## src/sv/pts_pkg.sv

```systemverilog
package pts_pkg;

   localparam int MaxTasks       = 16;
   localparam int NumEvents      = 16;
   localparam int PriorityLevels = 8;
   localparam int SlotW          = 4;
   localparam int CntW           = 5;

   typedef enum logic [2:0] {
      ACT_SPAWN      = 3'd0,
      ACT_TICK       = 3'd1,
      ACT_WAIT_DELAY = 3'd2,
      ACT_WAIT_EVENT = 3'd3,
      ACT_YIELD      = 3'd4,
      ACT_FINISH     = 3'd5,
      ACT_CANCEL     = 3'd6,
      ACT_SIGNAL     = 3'd7
   } action_type;

   typedef enum logic [1:0] {
      ST_READY      = 2'd0,
      ST_WAIT_DELAY = 2'd1,
      ST_WAIT_EVENT = 2'd2,
      ST_DONE       = 2'd3
   } task_state_type;

   typedef enum logic [1:0] {
      STAT_OK        = 2'd0,
      STAT_POOL_FULL = 2'd1,
      STAT_TOO_LARGE = 2'd2,
      STAT_TABLE_FULL = 2'd3
   } status_type;

   typedef enum logic [2:0] {
      SEQ_IDLE,
      SEQ_WAKE,
      SEQ_PICK,
      SEQ_REAP,
      SEQ_SPAWN,
      SEQ_DONE
   } seq_state_type;

   // The first member is the most significant, so action lands in the lowest bits.
   typedef struct packed {
      logic [3:0]        event_id;
      logic [31:0]       delay;
      logic [31:0]       time_now;
      logic [1:0]        alloc_status;
      logic [2:0]        priority_req;
      logic [SlotW-1:0]  task_id;
      action_type        action;
   } req_type;

   typedef struct packed {
      status_type        status;
      logic [3:0]        slot_id;
      logic              chosen_valid;
      logic              keep_running;
      logic              cancel_seen;
   } rsp_type;

endpackage

```

## src/sv/pts_ram.sv

```systemverilog
module pts_ram #(
   parameter int Width = 32,
   parameter int Depth = 16
) (
   input  logic                     clock,
   input  logic                     wr_en,
   input  logic [$clog2(Depth)-1:0] wr_addr,
   input  logic [Width-1:0]         wr_data,
   input  logic [$clog2(Depth)-1:0] rd_addr,
   output logic [Width-1:0]         rd_data
);
   logic [Width-1:0] mem_ff [Depth];

   always_ff @(posedge clock) begin
      if (wr_en) begin
         mem_ff[wr_addr] <= wr_data;
      end
      rd_data <= mem_ff[rd_addr];
   end
endmodule

```

## src/sv/priority_task_scheduler.sv

```systemverilog
// Fixed-priority cooperative task scheduler.
// Items enter on the req_ channel (tvalid/tready/tdata) and each gives one
// item on the rsp_ channel. req_tready is high only while the sequencer is
// idle; one item is worked at a time.
// A tick walks the sixteen slots three times through one shared slot unit:
// a wake pass, a pick pass and a reap pass, each one slot per cycle, with the
// wake-time memory read for a slot requested in the cycle before it. A spawn
// walks the slots one per cycle until it finds a free one; a spawn with a
// failing allocation reports its status without walking the slots, and every
// other action and a halted tick go straight to the result. The result sits
// in an output register until rsp_tready takes it; while it waits no new item
// is accepted. The next item is accepted the cycle after the result is taken.
// The csr_ channel writes the halted bit; csr_tready is always high. While
// halted, a tick changes nothing and reports not running.
// Reset clears slot occupancy, cancel flags, pending events and halted.
// Task state, priority, wake time and awaited event are undefined until a
// spawn or wait writes them.
module priority_task_scheduler (
   input  logic        clock,
   input  logic        reset,
   input  logic        req_tvalid,
   output logic        req_tready,
   // action[2:0], task_id[6:3], priority_req[9:7], alloc_status[11:10],
   // time_now[43:12], delay[75:44], event_id[79:76]
   input  logic [79:0] req_tdata,
   output logic        rsp_tvalid,
   input  logic        rsp_tready,
   // status[1:0], slot_id[5:2], chosen_valid[6], keep_running[7],
   // cancel_seen[8], zero fill[15:9]
   output logic [15:0] rsp_tdata,
   input  logic        csr_tvalid,
   output logic        csr_tready,
   input  logic        csr_tdata
);
   localparam int N = pts_pkg::MaxTasks;
   localparam int W = pts_pkg::SlotW;

   pts_pkg::seq_state_type state_ff, state_in;
   pts_pkg::req_type       req_ff, req_in;
   pts_pkg::rsp_type       rsp_ff, rsp_in;
   logic                   rsp_valid_ff, rsp_valid_in;
   logic                   halted_ff;
   logic [pts_pkg::CntW-1:0] idx_ff, idx_in;
   logic                   found_ff, found_in;
   logic [2:0]             best_ff, best_in;
   logic [W-1:0]           chosen_ff, chosen_in;
   logic                   any_ff, any_in;

   logic [N-1:0]           used_ff, used_in;
   logic [N-1:0]           creq_ff, creq_in;
   logic [N-1:0]           cobs_ff, cobs_in;
   logic [pts_pkg::NumEvents-1:0] evp_ff, evp_in;
   pts_pkg::task_state_type tstate_ff [N];
   pts_pkg::task_state_type tstate_in [N];
   logic [2:0]             prio_ff [N];
   logic [2:0]             prio_in [N];
   logic [3:0]             aev_ff [N];
   logic [3:0]             aev_in [N];

   logic                   wt_we;
   logic [W-1:0]           wt_waddr, wt_raddr;
   logic [31:0]            wt_wdata, wt_rdata;

   logic [W-1:0]           cur;
   logic [W-1:0]           rid;
   logic                   canc, fired;
   logic [2:0]             sprio;

   pts_ram #(.Width(32), .Depth(N)) u_wake (
      .clock(clock), .wr_en(wt_we), .wr_addr(wt_waddr), .wr_data(wt_wdata),
      .rd_addr(wt_raddr), .rd_data(wt_rdata)
   );

   assign req_tready = (state_ff == pts_pkg::SEQ_IDLE) && !rsp_valid_ff;
   assign rsp_tvalid = rsp_valid_ff;
   assign rsp_tdata  = {7'd0, rsp_ff.cancel_seen, rsp_ff.keep_running,
                        rsp_ff.chosen_valid, rsp_ff.slot_id, rsp_ff.status};
   assign csr_tready = 1'b1;

   assign cur   = idx_ff[W-1:0];
   assign rid   = req_ff.task_id;
   assign sprio = (req_ff.priority_req >= 3'(pts_pkg::PriorityLevels - 1))
                  ? 3'(pts_pkg::PriorityLevels - 1) : req_ff.priority_req;

   always_ff @(posedge clock) begin
      if (reset) begin
         state_ff     <= pts_pkg::SEQ_IDLE;
         rsp_valid_ff <= 1'b0;
         halted_ff    <= 1'b0;
         used_ff      <= '0;
         creq_ff      <= '0;
         cobs_ff      <= '0;
         evp_ff       <= '0;
      end else begin
         state_ff     <= state_in;
         rsp_valid_ff <= rsp_valid_in;
         used_ff      <= used_in;
         creq_ff      <= creq_in;
         cobs_ff      <= cobs_in;
         evp_ff       <= evp_in;
         if (csr_tvalid) begin
            halted_ff <= csr_tdata;
         end
      end
      req_ff    <= req_in;
      rsp_ff    <= rsp_in;
      idx_ff    <= idx_in;
      found_ff  <= found_in;
      best_ff   <= best_in;
      chosen_ff <= chosen_in;
      any_ff    <= any_in;
      tstate_ff <= tstate_in;
      prio_ff   <= prio_in;
      aev_ff    <= aev_in;
   end

   always_comb begin
      state_in     = state_ff;
      req_in       = req_ff;
      rsp_in       = rsp_ff;
      rsp_valid_in = rsp_valid_ff;
      idx_in       = idx_ff;
      found_in     = found_ff;
      best_in      = best_ff;
      chosen_in    = chosen_ff;
      any_in       = any_ff;
      used_in      = used_ff;
      creq_in      = creq_ff;
      cobs_in      = cobs_ff;
      evp_in       = evp_ff;
      tstate_in    = tstate_ff;
      prio_in      = prio_ff;
      aev_in       = aev_ff;
      wt_we        = 1'b0;
      wt_waddr     = rid;
      wt_wdata     = req_ff.time_now + req_ff.delay;
      wt_raddr     = cur;
      canc         = creq_ff[cur];
      fired        = 1'b0;

      if (rsp_valid_ff && rsp_tready) begin
         rsp_valid_in = 1'b0;
      end

      unique case (state_ff)
         pts_pkg::SEQ_IDLE: begin
            wt_raddr = '0;
            if (req_tvalid && req_tready) begin
               req_in    = pts_pkg::req_type'(req_tdata);
               rsp_in    = '0;
               idx_in    = '0;
               found_in  = 1'b0;
               best_in   = '0;
               chosen_in = '0;
               any_in    = 1'b0;
               state_in  = pts_pkg::SEQ_DONE;
               if (req_in.action == pts_pkg::ACT_TICK) begin
                  state_in = halted_ff ? pts_pkg::SEQ_DONE : pts_pkg::SEQ_WAKE;
               end else if (req_in.action == pts_pkg::ACT_SPAWN) begin
                  state_in = pts_pkg::SEQ_SPAWN;
               end
            end
         end
         pts_pkg::SEQ_WAKE: begin
            // The read data for this slot was requested in the previous cycle.
            wt_raddr = W'(idx_ff + 1'b1);
            if (used_ff[cur]) begin
               if (tstate_ff[cur] == pts_pkg::ST_WAIT_DELAY) begin
                  if (canc) cobs_in[cur] = 1'b1;
                  if (!(req_ff.time_now < wt_rdata) || canc) begin
                     tstate_in[cur] = pts_pkg::ST_READY;
                  end
               end else if (tstate_ff[cur] == pts_pkg::ST_WAIT_EVENT) begin
                  if (evp_ff[aev_ff[cur]]) begin
                     evp_in[aev_ff[cur]] = 1'b0;
                     fired = 1'b1;
                  end
                  if (canc) cobs_in[cur] = 1'b1;
                  if (fired || canc) tstate_in[cur] = pts_pkg::ST_READY;
               end
            end
            idx_in = idx_ff + 1'b1;
            if (idx_ff == pts_pkg::CntW'(N - 1)) begin
               idx_in   = '0;
               state_in = pts_pkg::SEQ_PICK;
            end
         end
         pts_pkg::SEQ_PICK: begin
            if (used_ff[cur]) begin
               any_in = 1'b1;
               if (tstate_ff[cur] == pts_pkg::ST_READY &&
                   (!found_ff || prio_ff[cur] < best_ff)) begin
                  found_in  = 1'b1;
                  best_in   = prio_ff[cur];
                  chosen_in = cur;
               end
            end
            idx_in = idx_ff + 1'b1;
            if (idx_ff == pts_pkg::CntW'(N - 1)) begin
               idx_in   = '0;
               state_in = pts_pkg::SEQ_REAP;
            end
         end
         pts_pkg::SEQ_REAP: begin
            if (used_ff[cur] && tstate_ff[cur] == pts_pkg::ST_DONE) begin
               used_in[cur] = 1'b0;
               creq_in[cur] = 1'b0;
               cobs_in[cur] = 1'b0;
            end
            idx_in = idx_ff + 1'b1;
            if (idx_ff == pts_pkg::CntW'(N - 1)) begin
               rsp_in.chosen_valid = found_ff;
               rsp_in.keep_running = found_ff || any_ff;
               rsp_in.slot_id      = found_ff ? chosen_ff : '0;
               rsp_in.cancel_seen  = found_ff && cobs_ff[chosen_ff];
               state_in            = pts_pkg::SEQ_DONE;
            end
         end
         pts_pkg::SEQ_SPAWN: begin
            if (req_ff.alloc_status == pts_pkg::STAT_TOO_LARGE) begin
               rsp_in.status = pts_pkg::STAT_TOO_LARGE;
               state_in      = pts_pkg::SEQ_DONE;
            end else if (req_ff.alloc_status != pts_pkg::STAT_OK) begin
               rsp_in.status = pts_pkg::STAT_POOL_FULL;
               state_in      = pts_pkg::SEQ_DONE;
            end else if (idx_ff == pts_pkg::CntW'(N)) begin
               rsp_in.status = pts_pkg::STAT_TABLE_FULL;
               state_in      = pts_pkg::SEQ_DONE;
            end else if (!used_ff[cur]) begin
               used_in[cur]   = 1'b1;
               tstate_in[cur] = pts_pkg::ST_READY;
               prio_in[cur]   = sprio;
               aev_in[cur]    = '0;
               creq_in[cur]   = 1'b0;
               cobs_in[cur]   = 1'b0;
               wt_we          = 1'b1;
               wt_waddr       = cur;
               wt_wdata       = '0;
               rsp_in.slot_id = cur;
               state_in       = pts_pkg::SEQ_DONE;
            end else begin
               idx_in = idx_ff + 1'b1;
            end
         end
         pts_pkg::SEQ_DONE: begin
            if (req_ff.action != pts_pkg::ACT_TICK &&
                req_ff.action != pts_pkg::ACT_SPAWN && !rsp_valid_ff) begin
               unique case (req_ff.action)
                  pts_pkg::ACT_WAIT_DELAY: begin
                     if (used_ff[rid]) begin
                        if (creq_ff[rid]) begin
                           cobs_in[rid] = 1'b1;
                        end else begin
                           tstate_in[rid] = pts_pkg::ST_WAIT_DELAY;
                           wt_we          = 1'b1;
                        end
                     end
                  end
                  pts_pkg::ACT_WAIT_EVENT: begin
                     if (used_ff[rid]) begin
                        if (creq_ff[rid]) begin
                           cobs_in[rid] = 1'b1;
                        end else begin
                           tstate_in[rid] = pts_pkg::ST_WAIT_EVENT;
                           aev_in[rid]    = req_ff.event_id;
                        end
                     end
                  end
                  pts_pkg::ACT_YIELD: begin
                     if (used_ff[rid]) tstate_in[rid] = pts_pkg::ST_READY;
                  end
                  pts_pkg::ACT_FINISH: begin
                     if (used_ff[rid]) tstate_in[rid] = pts_pkg::ST_DONE;
                  end
                  pts_pkg::ACT_CANCEL: begin
                     if (used_ff[rid]) creq_in[rid] = 1'b1;
                  end
                  default: begin
                     evp_in[req_ff.event_id] = 1'b1;
                  end
               endcase
            end
            if (!rsp_valid_ff) begin
               rsp_valid_in = 1'b1;
               state_in     = pts_pkg::SEQ_IDLE;
            end
         end
         default: state_in = pts_pkg::SEQ_IDLE;
      endcase
   end

   a_ready_idle: assert property (@(posedge clock) disable iff (reset)
      req_tready |-> state_ff == pts_pkg::SEQ_IDLE && !rsp_valid_ff)
      else $error("ready outside idle");
   a_chosen_run: assert property (@(posedge clock) disable iff (reset)
      rsp_valid_ff && rsp_ff.chosen_valid |-> rsp_ff.keep_running)
      else $error("chosen without keep_running");
   a_one_item: assert property (@(posedge clock) disable iff (reset)
      req_tvalid && req_tready |=> !req_tready)
      else $error("two items in flight");
   a_cancel_chosen: assert property (@(posedge clock) disable iff (reset)
      rsp_valid_ff && rsp_ff.cancel_seen |-> rsp_ff.chosen_valid)
      else $error("cancel_seen without choice");
endmodule
```

## config.mk

```make
export PLATFORM = sky130hd
export DESIGN_NAME = priority_task_scheduler
export DESIGN_NICKNAME = d
export VERILOG_FILES = /design/src/sv/pts_pkg.sv /design/src/sv/pts_ram.sv /design/src/sv/priority_task_scheduler.sv
export SDC_FILE = /design/constraint.sdc
export NUM_CORES = 1
export LEC_CHECK = 0
export ABC_CLOCK_PERIOD_IN_PS = 7700
export BUFFER_PORTS_ARGS = -buffer_cell sky130_fd_sc_hd__buf_2
export CAP_MARGIN = 20
export CORE_MARGIN = 4
export CORE_UTILIZATION = 50
export CTS_CLUSTER_SIZE = 40
export DETAILED_ROUTE_END_ITERATION = 16
export PLACE_DENSITY_LB_ADDON = 0.08
export RECOVER_POWER = 25
export SYNTH_ARGS = -nofsm -noshare
export SYNTH_HDL_FRONTEND = slang
export SYNTH_SLANG_ARGS = --single-unit
```

## constraint.sdc

```tcl
create_clock -name clock -period 7.7 [get_ports clock]
set_input_delay 1.155 -clock clock [delete_from_list [all_inputs] [get_ports clock]]
set_output_delay 1.155 -clock clock [all_outputs]
set_load 0.01 [all_outputs]
```

==> results of run 1 <==
per-stage QoR:
step | util | setup WS [ps]
2_1_floorplan | - | 2100
3_3_place_gp | 0.523 | 2420
3_5_place_dp | 0.525 | 2170
4_1_cts | 0.565 | 2140
5_1_grt | 0.566 | 997
6_report | 0.566 | 1410
critical path: stages, from the launching register on:
cell and delay (ps):
edfxtp_1 1000, clkbuf_1 1350, ha_1 320, clkbuf_1 960, nand2b_1 160, o21ai_0 270
a22o_4 590, clkbuf_2 850, a311oi_1 120, a21oi_1 260, a21oi_1 150
cell type report:
class	instances	area (um^2)
clock inverters	47	561
clock buffers	123	2470
well taps	978	1220
repair buffers	168	1140
inverters	62	234
flip-flops and latches	860	24800
diodes	1	2.50
fillers	6175	32900
multi-input cells	1830	12500
flip-flops by register name, summed over array words and instances, names as in the netlist, named ones only:
name            flops
prio_ff            48
rid                 4
aev_ff             64
any_ff              1
tstate_ff          32
creq_ff            16
req_ff             76
found_ff            1
u_wake.mem_ff     512
state_ff            3
idx_ff              5
chosen_ff           4
halted_ff           1
cobs_ff            16
rsp_tdata           9
u_wake.rd_data     32
rsp_tvalid          1
best_ff             3
evp_ff             16
final timing paths:
kind                             from                         to  cells past startpoint
max reg2reg   idx_ff[0]$_SDFFCE_PN0P_  u_wake.rd_data[2]$_DFF_P_                     10
min          cobs_ff[11]$_SDFFE_PP0P_   cobs_ff[11]$_SDFFE_PP0P_                      2
min reg2reg  cobs_ff[11]$_SDFFE_PP0P_   cobs_ff[11]$_SDFFE_PP0P_                      2
max           idx_ff[0]$_SDFFCE_PN0P_  u_wake.rd_data[2]$_DFF_P_                     10
kinds of logic (layout without fill, tap and decap cells):
| kind of cell | Yosys count | in the layout |
|---|---|---|
| buffers and inverters | 265 | 400 |
| and+or+nand+nor | 835 | 835 |
| DFF | 860 | 860 |
| muxes | 88 | 88 |
| xor gates and xnor gates | 25 | 25 |
| adders and majority gates | 76 | 76 |
| other | 2 | 9 |
| AOI/OAI and AO/OA | 798 | 798 |
where the power goes:
| part | switching [mW] | internal (mW) | total (mW) | leakage [nW] |
|---|---|---|---|---|
| clock network | 1.84 | 2.60 | 4.44 | 1.46 |
| registers | 0.392 | 6.54 | 6.93 | 7.72 |
| logic | 5.17 | 2.31 | 7.48 | 5.68 |
metal layers:
metal / GRT usage / vias to the layer above / part of all wire
li1: - / 11441 / -
met3: 0.0383 / 194 / 0.060
met4: 0.0929 / 0 / 0.039
met1: 0.342 / 12760 / 0.41
met5: 0 / - / 0
met2: 0.428 / 870 / 0.49
cell usage after synthesis, drive strengths merged (5+ instances only):
cell       n  share of area
edfxtp   759           0.60
nand2    369          0.036
a21oi    200          0.026
a211oi   178          0.035
clkbuf   168          0.017
and2     152          0.025
nor2     146          0.014
dfxtp    101          0.053
a31oi     87          0.014
o21ai     87          0.011
ha        74          0.024
a22o      72          0.017
a311oi    67          0.015
mux4      65          0.039
inv       62         0.0061
buf       35         0.0056
and3      28         0.0046
nand2b    27         0.0044
a21o      26         0.0051
nand3     26         0.0034
nor2b     18         0.0029
mux2i     17         0.0048
nor3      16         0.0021
or3       15         0.0025
xor2      13         0.0030
nand4     12         0.0020
xnor2     12         0.0028
a22oi     11         0.0028
o22ai      9         0.0018
o21a       7         0.0014
mux2       6         0.0018
o211ai     6         0.0012
o31a       6         0.0014
a2111oi    5         0.0013
nand3b     5         0.0013
nor3b      5        0.00098
cells in the final DEF, fill, tap and decap left out, types with 13 or more instances in the layout:
cell and n:
a21oi_1 199, and2_1 131, buf_4 51, o21ai_0 78
a31oi_1 86, xor2_1 13, nor2_1 128, mux4_2 60
nand3_1 26, a22o_1 71, dfxtp_1 101, clkbuf_1 56
clkbuf_16 92, mux2i_1 16, buf_2 71, nor3_1 16
a21o_1 26, nand2_1 369, nor2_4 16, a211oi_1 177
edfxtp_1 759, a311oi_1 67, ha_1 74, and2_0 20
nor2b_1 18, or3_1 15, and3_1 28, inv_1 61
clkinv_1 15, nand2b_1 27
==> metrics.md, run 1 <==
| Metric | Value |
|---|---|
| Distinct cells, synth | `85` |
| Sequential area share after synthesis | `0.650` |
| EDFF count, synth | `759` |
| CP Class | `reg -> reg` |
| Req. time, crit path | `8180 ps` |
| Initial Utilization | `0.504` |
| GP Congestion | `0.916` |
| Worst setup SP type | `flop` |
| HP Class | `reg -> reg` |
| Die Wd | `284 um` |
| Maxcap violations | `5` |
| Vias in the first global route | `24.8k` |
| Total die area | `0.0809 mm^2` |
| Mux contribution to synthesized area | `0.0454` |
| PostCTS Resize Cnt | `0` |
| I/O pins | `105` |
| DRC viols | `0` |
| CTS max path bufs | `3` |
| Dpl hpwl | `69200 um` |
| Fin area | `between 0.04 and 0.05 mm^2` |
| Run status | `finished, violations left` |
| Post-synthesis instance total | `2949` |
| P_leak | `roughly 15 nW` |
| Arr. time, crit path | `6770 ps` |
| Power Density | `439 mW/mm^2` |
| WL final | `105000 um` |
| Worst-skew pair later-pin latency | `about 650 ps` |
| Top_reg_cell synth | `edfxtp_1` |
| Post-synthesis simple-gate area fraction | `0.103` |
| Proportion of layout cells with a drive suffix above 1 | `0.119` |
| Async S/R FF share, synth | `0` |
| Critical Path Fanout Max | `50` |
| CTS tree | `yes` |
| CTS HTree Levels | `3` |
| Final setup fails | `0` |
| Reg2reg setup slack | `roughly 1400 ps` |
| Gr usage total | `0.255` |
| Dpl cells | `around 3.9k` |
| Placed cell areas | `0.0398 mm^2` |
| Post-route ant nets | `0` |
| Via/cell ratio | `roughly 6.2` |
| Worst Setup End Kind | `flop` |
| Synthesized cell area | `between 0.03 and 0.04 mm^2` |
| Clk sinks | `860` |
| Tmin final | `between 6000 and 7000 ps` |
| Die Height | `284 um` |
| Post-CTS Setup Bufs | `0` |
| Hold_ws | `492 ps` |
| Drt wl/cell | `25.9 um` |
| Area Overhead vs Synth | `12.4%` |
| RSZ-0062 raised after global routing | `no` |
| Flops & latches, synth | `860` |
| Synth Area in Compound Gates | `0.143` |
| Endpoints failing hold | `0` |
| 1st-iter DRT viols | `roughly 2.6k` |
| # rows | `101` |
| Buffers added on ports | `96` |
| Largest family of logic cells by synthesized area | `compound AO/OA/AOI/OAI gates` |
| GR Overflow Total | `0` |
| Vias | `roughly 25k` |
| Mean post-synth cell area | `roughly 13 um^2` |
| Final Power | `18.9 mW` |
| First-pass GRT wire length | `approximately 160000 um` |
| # hold bufs at CTS | `0` |
| Max Slew Vio Count | `216` |
| Ys Warns | `0` |
| CTS buffer count | `92` |
| Core Area | `0.0758 mm^2` |
| Antenna violations before repair | `0` |
| Pin count of the biggest net entering global routing | `180` |
| Reg clk slew, reported paths | `60 ps` |
| Clk_skew | `between 20 and 30 ps` |
| Worst vdd ir | `0.390 mV` |
| Xor and xnor fraction of the mapped netlist area | `0.00573` |
| CTS root buffer | `clkbuf_16` |
| Fin crit share | `0.817` |
| Non-filler cells, final | `just over 4k` |
| Max Fclk | `roughly 0.16 GHz` |
| Worst-margin pin slew | `between 3000 and 4000 ps` |
| Violated checks | `max-capacitance violations, max-slew violations` |
| NumNets Final | `3175` |
| Relative slew slack | `-1.38` |
| Fin Setup TNS | `0 ps` |
| First-pass DRT Iterations | `8` |
| Synth Area in Adders | `0.0250` |
Power figures use the tool's default switching activity.
==> run 2: changes to the inputs <==
--- a/config.mk
+++ b/config.mk
@@ -5,7 +5,7 @@
 export SDC_FILE = /design/constraint.sdc
 export NUM_CORES = 1
 export LEC_CHECK = 0
-export ABC_CLOCK_PERIOD_IN_PS = 7700
+export ABC_CLOCK_PERIOD_IN_PS = 6200
 export BUFFER_PORTS_ARGS = -buffer_cell sky130_fd_sc_hd__buf_2
 export CAP_MARGIN = 20
 export CORE_MARGIN = 4
==> constraint.sdc (replaced) <==
create_clock -name clock -period 6.2 [get_ports clock]
set_input_delay 0.93 -clock clock [delete_from_list [all_inputs] [get_ports clock]]
set_output_delay 0.93 -clock clock [all_outputs]
set_load 0.01 [all_outputs]
==> run 2 against run 1 <==
  * The run still ends with max-capacitance violations, max-slew violations left
  * First-iteration DRC count down 8.4%
  * Global-route usage grew 0.082 points
  * Sequential share of layout area increased by 0.20 points
  * Combinational power is 18% higher
  * Clock power grew 23%
  * Sequential cell count stayed put
  * Die area is the same
  * Largest cell class unchanged
==> metrics.md, run 2 (synthesis results as in run 1) <==
| Metric | Value |
|---|---|
| NumNets Final | `3173 (-0.063%)` |
| Setup ws final | `1060 ps (-350 ps)` |
| Max Fclk | `0.195 GHz (+22%)` |
| Initial Utilization | `0.504 (unchanged)` |
| Gr usage total | `0.256 (+0.000815)` |
| Maxcap violations | `2 (-3)` |
| Die Wd | `284 um (unchanged)` |
| Area Overhead vs Synth | `12.0%` |
| Final setup fails | `0 (unchanged)` |
| Power Density | `537 mW/mm^2 (+22%)` |
| Placed cell areas | `0.0398 mm^2 (about the same)` |
| Worst setup SP type | `flop` |
| Fin area | `0.0428 mm^2 (-0.35%)` |
| Fin Setup TNS | `0 ps (unchanged)` |
| Max Slew Vio Count | `96 (-56%)` |
| WL final | `106000 um (+0.15%)` |
| CTS buffer count | `92 (unchanged)` |
| Via/cell ratio | `6.20 (about the same)` |
| Critical Path, Cell by Cell | `nor2b_1, nand2_1, clkbuf_1, or4_1, nor3b_1, nand2b_1, o22ai_1, nand2_1, nor2_4, buf_4` |
| # hold bufs at CTS | `0 (unchanged)` |
| P_leak | `14.8 nW (-0.29%)` |
| I/O pins | `105 (unchanged)` |
| DRC viols | `0 (unchanged)` |
| GR Overflow Total | `0 (unchanged)` |
| Endpoints failing hold | `0 (unchanged)` |
| WP buf/inv | `2 (-1)` |
| CTS root buffer | `clkbuf_16` |
| Slowest Stage Delay on Critical Path | `840 ps (-510 ps)` |
| Ant. Diodes | `0 (-1)` |
| Worst vdd ir | `0.384 mV (-1.5%)` |
| Max reg flops | `512 (unchanged)` |
| Most used cell, CP | `nand2_1` |
| Clk sinks | `860 (unchanged)` |
| Final Power | `23.0 mW (+22%)` |
| Proportion of layout cells with a drive suffix above 1 | `0.119 (-0.000532)` |
| Tmin final | `5140 ps (-1150 ps)` |
| Violated checks | `max-capacitance violations, max-slew violations` |
| 1st-iter DRT viols | `2389 (-8.4%)` |
| Critical Path Fanout Max | `37 (-26%)` |
| Util after Layout | `0.564 (-0.00198)` |
| Crit-path slowest cell | `dfxtp_1` |
| Largest regs | `u_wake.mem_ff x512, req_ff x76, aev_ff x64` |
| GP Congestion | `0.903 (-1.3%)` |
| First-pass GRT wire length | `158000 um (+0.26%)` |
| Total die area | `0.0809 mm^2 (unchanged)` |
| Largest register by flop count | `u_wake.mem_ff` |
| CTS HTree Levels | `3 (unchanged)` |
| Worst-margin pin slew | `1790 ps (-1780 ps)` |
| PostCTS Resize Cnt | `0 (unchanged)` |
| Reg clk slew, reported paths | `60 ps (about the same)` |
| CTS tree | `yes` |
| Clk_skew | `22.3 ps (-2.86 ps)` |
| Run status | `finished, violations left` |
| Req. time, crit path | `6530 ps (-1650 ps)` |
| # rows | `101 (unchanged)` |
| Relative slew slack | `-0.193 (+1.19)` |
| Drt wl/cell | `26.0 um (+0.25%)` |
| Buffers added on ports | `96 (unchanged)` |
| First-pass DRT Iterations | `6 (-2)` |
| HP Class | `in -> reg` |
| Dpl cells | `3888 (+0.051%)` |
| Vias | `25.2k (-0.17%)` |
| Pin count of the biggest net entering global routing | `183 (+1.7%)` |
| Vias in the first global route | `24.9k (+0.31%)` |
| Commonest non-fill, non-tap cell in the layout | `edfxtp_1` |
| Die Height | `284 um (unchanged)` |
| Fin crit share | `0.829 (+0.0120)` |
| Post-route ant nets | `0 (unchanged)` |
| CP Class | `reg -> reg` |
| Arr. time, crit path | `5470 ps (-1300 ps)` |
| Core Area | `0.0758 mm^2 (unchanged)` |
| Non-filler cells, final | `4065 (-0.098%)` |
| CTS max path bufs | `3 (unchanged)` |
| Worst-skew pair later-pin latency | `650 ps (about the same)` |
| Largest delay contributor family on the critical path | `simple AND/OR/NAND/NOR gates` |
| Hold_ws | `460 ps (-32.3 ps)` |
| Pre-CTS setup slack | `1460 ps (-706 ps)` |
| Worst Setup End Kind | `flop` |
| RSZ-0062 raised after global routing | `no` |
| Antenna violations before repair | `1 (+1)` |
| Commonest non-fill, non-tap cells in the layout | `759 x edfxtp_1, 369 x nand2_1, 199 x a21oi_1` |
| Post-CTS Setup Bufs | `0 (unchanged)` |
| Dpl hpwl | `67000 um (-3.1%)` |
-- run 2: cell types whose count changed in the layout (fill, tap and decap cells not counted), sizes merged --
cell,delta
inv,-4
diode,-1
clkbuf,+2
clkdlybuf4s18,+1
buf,-7
clkinvlp,-3
clkinv,+9
dlymetal6s2s,-1
-- run 2: per-layer routing --
metal	vias up	share of wire	global-route usage	wire, um
li1	11405	-	-	-
met1	12600	0.41	0.342	43200
met3	246	0.056	0.0320	5920
met4	0	0.052	0.124	5530
met2	972	0.48	0.420	50900
met5	-	0	0	0
-- run 2: worst register-to-register path: stages, from the launching register on --
cell and delay (ps):
dfxtp_1 840, nor2b_1 320, nand2_1 80, clkbuf_1 730
or4_1 750, nor3b_1 390, nand2b_1 170, o22ai_1 190
nand2_1 290, nor2_4 730, buf_4 340
-- run 2: report_power, final --
group | leakage [nW] | internal, mW | switching [mW]
registers | 7.72 | 8.13 | 0.500
logic | 5.63 | 2.80 | 6.06
clock network | 1.46 | 3.22 | 2.26
-- run 2: area by class of cell --
cell class	count	area, um^2
fill	6220	33000
sequential	860	24800
multi-input combinational	1830	12500
clock buffer	120	2460
tap	978	1220
timing repair buffer	166	1040
clock inverter	49	531
inverter	62	234
-- run 2: final timing paths --
kind	endpoint	cells after the start	slack [ps]	start
worst min register to register	cobs_ff[3]$_SDFFE_PP0P_	2	490	cobs_ff[3]$_SDFFE_PP0P_
worst min-delay path	req_ff[20]$_DFFE_PP_	1	460	req_tdata[20]
worst max-delay path	u_wake.mem_ff[4][9]$_DFFE_PP_	10	1060	state_ff[2]$_SDFFE_PP0P_
worst max register to register	u_wake.mem_ff[4][9]$_DFFE_PP_	10	1060	state_ff[2]$_SDFFE_PP0P_
